===== config.mk =====
export PLATFORM = sky130hd
export DESIGN_NAME = sorted_unique_priority_queue_unit
export DESIGN_NICKNAME = d
export VERILOG_FILES = /design/src/rtl/supq_pkg.sv /design/src/rtl/supq_cell.sv /design/src/rtl/sorted_unique_priority_queue_unit.sv
export VERILOG_INCLUDE_DIRS = /design/src /design/src/rtl
export SDC_FILE = /design/constraint.sdc
export NUM_CORES = 2
export LEC_CHECK = 0
export ABC_AREA = 1
export BUFFER_PORTS_ARGS = -buffer_cell sky130_fd_sc_hd__clkbuf_2
export CORE_MARGIN = 1.5
export CORE_UTILIZATION = 55
export CTS_CLUSTER_SIZE = 20
export DETAILED_ROUTE_END_ITERATION = 10
export GPL_TIMING_DRIVEN = 0
export HOLD_SLACK_MARGIN = 0.12
export PLACE_DENSITY = 0.71
export SYNTH_ARGS = -nofsm -noshare
export SYNTH_HDL_FRONTEND = slang
export SYNTH_HIERARCHICAL = 1
export SYNTH_SLANG_ARGS = --single-unit

===== constraint.sdc =====
create_clock -name clk_i -period 35.2 [get_ports clk_i]
set_input_delay 0 -clock clk_i [delete_from_list [all_inputs] [get_ports clk_i]]
set_output_delay 0 -clock clk_i [all_outputs]
set_load 0.005 [all_outputs]

===== src/rtl/sorted_unique_priority_queue_unit_assert.svh =====
// ----------------------------------------------------------------------------
// Assertion macros for the sorted unique priority queue unit
// Concurrent checks on clk_i, disabled while rst_ni is low; empty in synthesis.
// ----------------------------------------------------------------------------
`ifndef SORTED_UNIQUE_PRIORITY_QUEUE_UNIT_ASSERT_SVH
`define SORTED_UNIQUE_PRIORITY_QUEUE_UNIT_ASSERT_SVH

`ifndef SYNTHESIS

// cond must hold at every clock edge out of reset
`define SUPQ_ASSERT_ALWAYS(label, cond) \
  label: assert property (@(posedge clk_i) disable iff (!rst_ni) (cond)) \
    else $error("supq check failed");

// when ante holds, cons must hold at the same edge
`define SUPQ_ASSERT_IMPL(label, ante, cons) \
  label: assert property (@(posedge clk_i) disable iff (!rst_ni) (ante) |-> (cons)) \
    else $error("supq check failed");

// when ante holds, cons must hold at the next edge
`define SUPQ_ASSERT_NEXT(label, ante, cons) \
  label: assert property (@(posedge clk_i) disable iff (!rst_ni) (ante) |=> (cons)) \
    else $error("supq check failed");

`else

`define SUPQ_ASSERT_ALWAYS(label, cond)
`define SUPQ_ASSERT_IMPL(label, ante, cons)
`define SUPQ_ASSERT_NEXT(label, ante, cons)

`endif

`endif


===== src/rtl/supq_pkg.sv =====
// ----------------------------------------------------------------------------
// supq_pkg
// Sizes, codes and types shared by the priority queue cells and the top level.
// ----------------------------------------------------------------------------
package supq_pkg;

  localparam int unsigned CAPACITY   = 64;
  localparam int unsigned KEY_BITS   = 16;
  localparam int unsigned KEY_IO_W   = 16;  // width of the key ports
  localparam int unsigned COUNT_IO_W = 7;   // width of the entry count port
  localparam int unsigned CNT_W      = $clog2(CAPACITY + 1);

  typedef logic [KEY_BITS-1:0] key_t;
  typedef logic [CNT_W-1:0]    count_t;

  typedef enum logic {
    FUNC_INSERT = 1'b0,
    FUNC_DELETE = 1'b1
  } func_e;

  typedef enum logic [1:0] {
    ST_DONE      = 2'd0,
    ST_DUPLICATE = 2'd1,
    ST_NOT_FOUND = 2'd2,
    ST_FULL      = 2'd3
  } status_e;

  // broadcast control from the sequencer to every cell
  typedef struct packed {
    logic cmp;  // compare the broadcast key, register the flags
    logic ins;  // open a gap at the first non-greater cell
    logic del;  // close the gap over the matching cell
  } supq_cell_ctl_t;

  // what a cell shows to its neighbors and to the sequencer
  typedef struct packed {
    logic valid;
    logic gt;   // valid and stored key above the compared key
    logic eq;   // valid and stored key equal to the compared key
  } supq_cell_stat_t;

endpackage


===== src/rtl/supq_cell.sv =====
// ----------------------------------------------------------------------------
// supq_cell
// One slot of the sorted chain: holds a key and a valid bit, compares the
// broadcast key and loads from itself, its neighbors or the broadcast key.
// ----------------------------------------------------------------------------
module supq_cell (
  input  logic                     clk_i,
  input  logic                     rst_ni,
  input  supq_pkg::supq_cell_ctl_t ctl_i,
  input  supq_pkg::key_t           bc_key_i,
  input  supq_pkg::key_t           left_key_i,
  input  supq_pkg::supq_cell_stat_t left_stat_i,
  input  supq_pkg::key_t           right_key_i,
  input  supq_pkg::supq_cell_stat_t right_stat_i,
  output supq_pkg::key_t           key_o,
  output supq_pkg::supq_cell_stat_t stat_o
);
  import supq_pkg::*;

  key_t key_q, key_d;
  logic valid_q, valid_d;
  logic gt_q, gt_d;
  logic eq_q, eq_d;

  always_comb begin
    key_d   = key_q;
    valid_d = valid_q;
    gt_d    = gt_q;
    eq_d    = eq_q;
    if (ctl_i.cmp) begin
      gt_d = valid_q && (key_q > bc_key_i);
      eq_d = valid_q && (key_q == bc_key_i);
    end else if (ctl_i.ins && !gt_q) begin
      if (left_stat_i.gt) begin
        // first cell not above the new key takes it
        key_d   = bc_key_i;
        valid_d = 1'b1;
      end else begin
        key_d   = left_key_i;
        valid_d = left_stat_i.valid;
      end
    end else if (ctl_i.del && !gt_q) begin
      key_d   = right_key_i;
      valid_d = right_stat_i.valid;
    end
  end

  always_ff @(posedge clk_i or negedge rst_ni) begin
    if (!rst_ni) begin
      valid_q <= 1'b0;
      gt_q    <= 1'b0;
      eq_q    <= 1'b0;
    end else begin
      valid_q <= valid_d;
      gt_q    <= gt_d;
      eq_q    <= eq_d;
    end
  end

  always_ff @(posedge clk_i) begin
    key_q <= key_d;
  end

  assign key_o        = key_q;
  assign stat_o.valid = valid_q;
  assign stat_o.gt    = gt_q;
  assign stat_o.eq    = eq_q;

endmodule


===== src/rtl/sorted_unique_priority_queue_unit.sv =====
// ----------------------------------------------------------------------------
// sorted_unique_priority_queue_unit
// Set of unique keys kept in descending order in a chain of shift cells.
// ----------------------------------------------------------------------------
// A request (func_i, key_i) is taken at a rising edge with start high and
// busy low. Every request has a compare step and a shift step: at the accept edge all cells
// compare key_i in parallel against their stored key, and at the next edge
// the cells shift one place toward the tail (insert) or the head (delete).
// busy is high for the one cycle between those edges, so a new request can
// be taken in the cycle right after, but not while one is in flight. Each
// request gives exactly one result: done_o is high for one cycle, the cycle
// after the shift, with status_o, head_key_o, entry_count_o and is_empty_o
// showing the store after that request. The receiver cannot stall; the
// result must be captured in that cycle. A new request may be started in
// the same cycle as done_o. Status: done, duplicate (insert of a stored
// key, checked ahead of full), not found (delete of an absent key), full.
// head_key_o reads zero when the store is empty.
// ----------------------------------------------------------------------------
`include "sorted_unique_priority_queue_unit_assert.svh"

module sorted_unique_priority_queue_unit (
  input  logic                                clk_i,
  input  logic                                rst_ni,
  input  logic                                start,
  output logic                                busy,
  input  logic                                func_i,
  input  logic [supq_pkg::KEY_IO_W-1:0]       key_i,
  output logic                                done_o,
  output logic [1:0]                          status_o,
  output logic [supq_pkg::KEY_IO_W-1:0]       head_key_o,
  output logic [supq_pkg::COUNT_IO_W-1:0]     entry_count_o,
  output logic                                is_empty_o
);
  import supq_pkg::*;

  typedef enum logic {
    S_IDLE,
    S_SHIFT
  } state_e;

  state_e         state_q;
  logic           done_q;
  status_e        status_q;
  count_t         count_q;
  key_t           req_key_q;
  func_e          func_q;

  key_t           in_key;
  key_t           bc_key;
  logic           accept;
  supq_cell_ctl_t ctl;

  // chain wiring
  key_t            cell_key  [CAPACITY];
  supq_cell_stat_t cell_stat [CAPACITY];
  logic [CAPACITY-1:0] valid_vec;
  logic [CAPACITY-1:0] eq_vec;

  logic    found;
  logic    full;
  status_e status_d;
  count_t  count_d;

  // request key trimmed or extended to the stored key width
  if (KEY_BITS <= KEY_IO_W) begin : g_key_narrow
    assign in_key = key_i[KEY_BITS-1:0];
  end else begin : g_key_wide
    assign in_key = {{(KEY_BITS-KEY_IO_W){1'b0}}, key_i};
  end

  assign accept = start && (state_q == S_IDLE);
  assign busy   = (state_q == S_SHIFT);
  // compare uses the live key, the shift uses the latched one
  assign bc_key = (state_q == S_IDLE) ? in_key : req_key_q;

  assign found = |eq_vec;
  assign full  = (count_q == count_t'(CAPACITY));

  always_comb begin
    ctl     = '0;
    ctl.cmp = accept;
    ctl.ins = (state_q == S_SHIFT) && (func_q == FUNC_INSERT) && !found && !full;
    ctl.del = (state_q == S_SHIFT) && (func_q == FUNC_DELETE) && found;
  end

  always_comb begin
    status_d = ST_DONE;
    count_d  = count_q;
    if (func_q == FUNC_INSERT) begin
      if (found) begin
        status_d = ST_DUPLICATE;
      end else if (full) begin
        status_d = ST_FULL;
      end else begin
        count_d = count_q + count_t'(1);
      end
    end else begin
      if (!found) begin
        status_d = ST_NOT_FOUND;
      end else begin
        count_d = count_q - count_t'(1);
      end
    end
  end

  // the cell chain; cell 0 is the head
  for (genvar g = 0; g < CAPACITY; g++) begin : g_cell
    key_t            left_key;
    supq_cell_stat_t left_stat;
    key_t            right_key;
    supq_cell_stat_t right_stat;

    if (g == 0) begin : g_head
      // the head sees an imaginary greater neighbor
      assign left_key  = '0;
      assign left_stat = '{valid: 1'b0, gt: 1'b1, eq: 1'b0};
    end else begin : g_mid_left
      assign left_key  = cell_key[g-1];
      assign left_stat = cell_stat[g-1];
    end

    if (g == CAPACITY - 1) begin : g_tail
      assign right_key  = '0;
      assign right_stat = '0;
    end else begin : g_mid_right
      assign right_key  = cell_key[g+1];
      assign right_stat = cell_stat[g+1];
    end

    supq_cell u_cell (
      .clk_i        (clk_i),
      .rst_ni       (rst_ni),
      .ctl_i        (ctl),
      .bc_key_i     (bc_key),
      .left_key_i   (left_key),
      .left_stat_i  (left_stat),
      .right_key_i  (right_key),
      .right_stat_i (right_stat),
      .key_o        (cell_key[g]),
      .stat_o       (cell_stat[g])
    );

    assign valid_vec[g] = cell_stat[g].valid;
    assign eq_vec[g]    = cell_stat[g].eq;
  end

  // sequencer and result registers
  always_ff @(posedge clk_i or negedge rst_ni) begin
    if (!rst_ni) begin
      state_q   <= S_IDLE;
      done_q    <= 1'b0;
      status_q  <= ST_DONE;
      count_q   <= '0;
      req_key_q <= '0;
      func_q    <= FUNC_INSERT;
    end else begin
      done_q <= 1'b0;
      case (state_q)
        S_IDLE: begin
          if (start) begin
            req_key_q <= in_key;
            func_q    <= func_e'(func_i);
            state_q   <= S_SHIFT;
          end
        end
        S_SHIFT: begin
          status_q <= status_d;
          count_q  <= count_d;
          done_q   <= 1'b1;
          state_q  <= S_IDLE;
        end
        default: begin
          state_q <= S_IDLE;
        end
      endcase
    end
  end

  assign done_o     = done_q;
  assign status_o   = status_q;
  assign is_empty_o = !cell_stat[0].valid;

  if (KEY_BITS <= KEY_IO_W) begin : g_head_narrow
    assign head_key_o = cell_stat[0].valid
                      ? {{(KEY_IO_W-KEY_BITS){1'b0}}, cell_key[0]} : '0;
  end else begin : g_head_wide
    assign head_key_o = cell_stat[0].valid ? cell_key[0][KEY_IO_W-1:0] : '0;
  end

  if (CNT_W <= COUNT_IO_W) begin : g_cnt_narrow
    assign entry_count_o = {{(COUNT_IO_W-CNT_W){1'b0}}, count_q};
  end else begin : g_cnt_wide
    assign entry_count_o = count_q[COUNT_IO_W-1:0];
  end

  // count tracks the occupied cells
  `SUPQ_ASSERT_ALWAYS(a_count_matches, $countones(valid_vec) == int'(count_q))
  // occupied cells form a prefix from the head
  `SUPQ_ASSERT_ALWAYS(a_valid_prefix, (valid_vec & (valid_vec + 1'b1)) == '0)
  // keys are unique, so at most one cell matches
  `SUPQ_ASSERT_ALWAYS(a_single_match, $onehot0(eq_vec))
  // a result follows every accepted request
  `SUPQ_ASSERT_NEXT(a_result_follows, busy, done_o)
  // never shift both ways at once
  `SUPQ_ASSERT_IMPL(a_ctl_exclusive, ctl.ins || ctl.del, ctl.ins != ctl.del)

endmodule

# Word-level counts from Yosys, hierarchy flattened
# Cells that the tools add are included.
[totals] elab_cells=1254 register_bits=1244
[op_classes] eq_ne=68 mux=395 reduce_logical=460 n_lt_le_gt_ge=64 bitwise_logic=3 addsub=2
[op_table] operator="$mux W16" count=193
[op_table] operator="$eq A16 B16 Y1" count=64
[op_table] operator="$gt A16 B16 Y1" count=64
[op_table] operator="$logic_and A1 B1 Y1" count=262
[op_table] operator="$mux W1" count=193
[op_table] operator="$reduce_and A2 Y1" count=65
[op_table] operator="$reduce_bool A2 Y1" count=64
[op_table] operator="$logic_not A1 Y1" count=67
[op_table] operator="$reduce_or A64 Y1" count=1
[op_table] operator="$mux W7" count=4
[op_table] operator="$mux W2" count=4
[op_table] operator="$add A7 B1 Y7 const B" count=1
[op_table] operator="$eq A7 B7 Y1 const B" count=1
[op_table] operator="$sub A7 B1 Y7 const B" count=1
[op_table] operator="$ne A2 B2 Y1 const B" count=2
[op_table] operator="$reduce_and A4 Y1" count=1
[op_table] operator="$not A1 Y1" count=3
[op_table] operator="$ne A2 B1 Y1 const B" count=1
[op_table] operator="$pmux W1 S2" count=1

# Logic depth before layout (Yosys ltp)
[logic_depth] word_depth=7 ltp_mapped=16 mapped_depth_nobuf=14

# Hierarchy
# The synthesis kept the hierarchy.
[modules_own_cells] mod="supq_cell (g_cell[0].u_cell ...)" area_each_um2=1427.6 n_inst=63 cells_each=179
[modules_own_cells] mod="sorted_unique_priority_queue_unit" area_each_um2=1896.8 n_inst=1 cells_each=288
[modules_own_cells] mod="supq_cell (g_cell[42].u_cell)" area_each_um2=1602.8 n_inst=1 cells_each=183

# Worst setup path before layout
# Ideal clock, no wire load.
[synth_path] kind="register -> register" startpoint="register g_cell[61].u_cell.eq_q" endpoint="register g_cell[42].u_cell.valid_q" arrival_ps=24419 stages_incl_launch_ff=13 setup_slack_ps=10666 path_cell_list="dfrtp_1 -> buf_4 -> nor2_1 -> nand2_1 -> nor2_2 -> nand2_2 -> nor2_4 -> nand2_2 -> nor4_1 -> nor2_1 -> nor3_2 -> o31ai_1 -> o22ai_1"
[synth_rtl] element="from (decl)" line="supq_cell.sv:23" text="logic eq_q, eq_d;"
[synth_rtl] element="from (signal assigned)" line="supq_cell.sv:56" text="eq_q <= eq_d;"
[synth_rtl] element="to (signal assigned)" line="supq_cell.sv:54" text="valid_q <= valid_d;"
[synth_rtl] element="to (decl)" line="supq_cell.sv:21" text="logic valid_q, valid_d;"

==> run_results.csv <==
group,metric,value,unit
outcome,status,"completed",
min_path,hold_path.class,"in -> async",
synth,netlist_instances,11747,
timing,post-route-min-period,5.74,ns
route,drtIter0Drc,8614,
setup_path,max_stage_delay,1.02,ns
setup_path,critPathTopFamily,"simple AND/OR/NAND/NOR gates",
floorplan,fp-row-count,151,
floorplan,dieArea,172000,sq um
setup_path,worstReg2RegEnd,"g_cell[13].u_cell/key_o[9]",
setup_path,end_kind,"flop",
cells_and_area,utilization,0.620,
clock_tree,cts_tree,"yes",
setup_path,cp-start-kind,"flop",
setup_path,worstPathCellList,"buf_4 > nor2_1 > nand2_1 > nor2_1 > nand2_1 > nor2_4 > nand2_2 > nor4_2 > buf_4 > buf_6 > buf_4 > buf_4 > buf_4 > buf_4 > buf_4 > buf_4 > buf_4 > nor2_1 > nor3_2",
cells_and_area,syn_to_final_growth,12.2,%
timing,finalCritPeriodShare,0.163,
timing,relSlewSlack,0.0629,
place,hpwl,219000,um
power_and_ir_drop,power.density,54.7,nW/um^2
global_routing,overflow,0,
global_routing,grt_max_degree,129,
global_routing,grt_pass1_wl,452000,um
place,port_buffers,47,
cells_and_area,drive_gt1_frac,0.115,
route,detail-route-antenna-nets,0,
setup_path,r2r_slack,29.46,ns
setup_path,worst-path-buf-inv,10,
synth,yosys_warnings,6,
global_routing,gr-max-usage-layer,"met2",
route,firstDrtPassIters,7,
timing,fin_worst_skew,0.0424,ns
place,gp_congestion,0.903,
setup_path,r2r-start,"g_cell[45].u_cell/eq_q",
global_routing,grtUsageMet2,0.553,
clock_tree,cts_setup_buffers,0,
clock_tree,ctsResizeCount,0,
global_routing,grt_use_met3,0.0482,
timing,hold_viol,0,
setup_path,cp_common_cell,"buf_4",
floorplan,ioPinCount,48,
floorplan,core_area,169000,sq um
global_routing,track_usage,0.327,
power_and_ir_drop,totalPowerFinal,5730,uW
clock_tree,clk_pin_slew,0.07,ns
run,maxCapViolations,0,
clock_tree,cts_max_level,4,
global_routing,grt_pass1_vias,84214,
route,drcViolationCount,0,
synth,syn_area,93400,sq um
floorplan,die_h,415,um
setup_path,critPathRequiredTime,35.58,ns
cells_and_area,nets,13214,
timing,rsz0062_at_grt,"no",
setup_path,cp_data_arrival_time,6.12,ns
clock_tree,cts_max_path_buffers,3,
global_routing,antenna_found_initial,4,
route,wl,289000,um
clock_tree,cts_root_buf,"clkbuf_16",
setup_path,critPathKind,"reg -> reg",
timing,slew_violations,0,
route,wl_per_cell,19.9,um
floorplan,initial_core_util,0.553,
route,drt-vias-per-instance,5.87,
timing,max_freq,0.174,GHz
setup_path,worst-r2r-cell-count,19,
synth,syn_area_per_cell,7.95,sq um
setup_path,slowest_stage,"nor3_2",
cells_and_area,stdcell_count,14510,
power_and_ir_drop,leakagePower,0.0463,uW
power_and_ir_drop,peakVddDrop,51.3,uV
clock_tree,clk_latency,0.81,ns
route,via_count,85150,
clock_tree,clock_sinks,1244,
clock_tree,cts_hold_buffers,55,
timing,finalSetupViolCount,0,
place,dp.cells,14166,
clock_tree,numCtsBuffers,148,
setup_path,crit_path_max_fanout,18,
floorplan,dieWidth,415,um
timing,tightest_slew,1.40,ns
global_routing,met1_usage,0.412,
## metrics by stage
| step | setup slack, ns | TNS [ns] | cell area, sq um | hold slack [ns] |
|---|---|---|---|---|
| finish | 29.46 | 0 | 105000 | 0.395 |
| global route | 29.30 | 0 | 105000 | 0.438 |
| CTS | 29.47 | 0 | 104000 | 0.328 |
| detailed placement | 29.52 | 0 | 99000 | 0.0727 |
| global placement | -3.72 | -5948.28 | 96600 | 0.232 |
| floorplan | 10.67 | 0 | 93600 | -0.296 |
## how the worst max path moves through the flow
stage                           start  cells past startpoint                    endpoint
3_5_place_dp   g_cell[45].u_cell/eq_q                     21   g_cell[14].u_cell/valid_q
2_1_floorplan  g_cell[61].u_cell/eq_q                     12   g_cell[42].u_cell/valid_q
6_report       g_cell[45].u_cell/eq_q                     19  g_cell[13].u_cell/key_o[9]
3_3_place_gp   g_cell[45].u_cell/eq_q                     12  g_cell[27].u_cell/key_o[9]
5_1_grt        g_cell[45].u_cell/eq_q                     21   g_cell[13].u_cell/valid_q
4_1_cts        g_cell[45].u_cell/eq_q                     21   g_cell[14].u_cell/valid_q
## cells in the final DEF, fill, tap and decap left out, types with 63 or more instances in the layout
master,instances
a21oi_1,2426
nand2_1,2397
inv_1,1448
nor2_1,1439
ha_1,1029
edfxtp_1,1024
buf_4,410
dfrtp_1,220
clkbuf_16,155
buf_6,142
nand3_1,139
inv_4,128
o22ai_1,127
nand4_1,126
o21ai_0,83
buf_12,70
inv_2,66
nor2_2,66
nand2_4,66
nor3_1,63
o21ai_1,63
a21o_1,63
a31oi_1,63
or2_2,63
## worst reg2reg max path, cell delays in order (launching register included)
cell,delay [ns]
dfrtp_1,0.49
buf_4,0.22
nor2_1,0.22
nand2_1,0.08
nor2_1,0.20
nand2_1,0.18
nor2_4,0.36
nand2_2,0.18
nor4_2,0.45
buf_4,0.29
buf_6,0.17
buf_4,0.21
buf_4,0.20
buf_4,0.19
buf_4,0.19
buf_4,0.19
buf_4,0.19
buf_4,0.20
nor2_1,0.08
nor3_2,1.02
## flip-flops by register name, indices dropped and copies added, names as in the netlist
name and cells:
busy 1, status_o 2, g_cell.u_cell/eq_q 64, done_o 1, g_cell.u_cell/gt_q 64, func_q 1, g_cell.u_cell/valid_q 64, entry_count_o 7
g_cell.u_cell/key_o 1024, req_key_q 16
## power breakdown
part | total (uW) | switching [uW] | internal, uW
Clock | 1590 | 658 | 935
Combinational | 2070 | 1290 | 776
Sequential | 2070 | 201 | 1870
Total | 5730 | 2150 | 3580
## metal layers
metal  routed length [um]  vias up
li1                     -    40084
met1               115000    40080
met2               137000     3988
met3                23400      994
met4                13800        4
met5                   26        -
## layout make-up
class / instances / area, sq um
buffer: 520 / 4360
clock inverter: 76 / 850
inverter: 1644 / 6500
antenna: 2 / 5.00
clock buffer: 200 / 4090
tap: 2218 / 2780
multi-input combinational: 8372 / 46800
fill: 14307 / 64300
sequential: 1244 / 36300
timing repair buffer: 234 / 3120
Power figures use the tool's default switching activity.
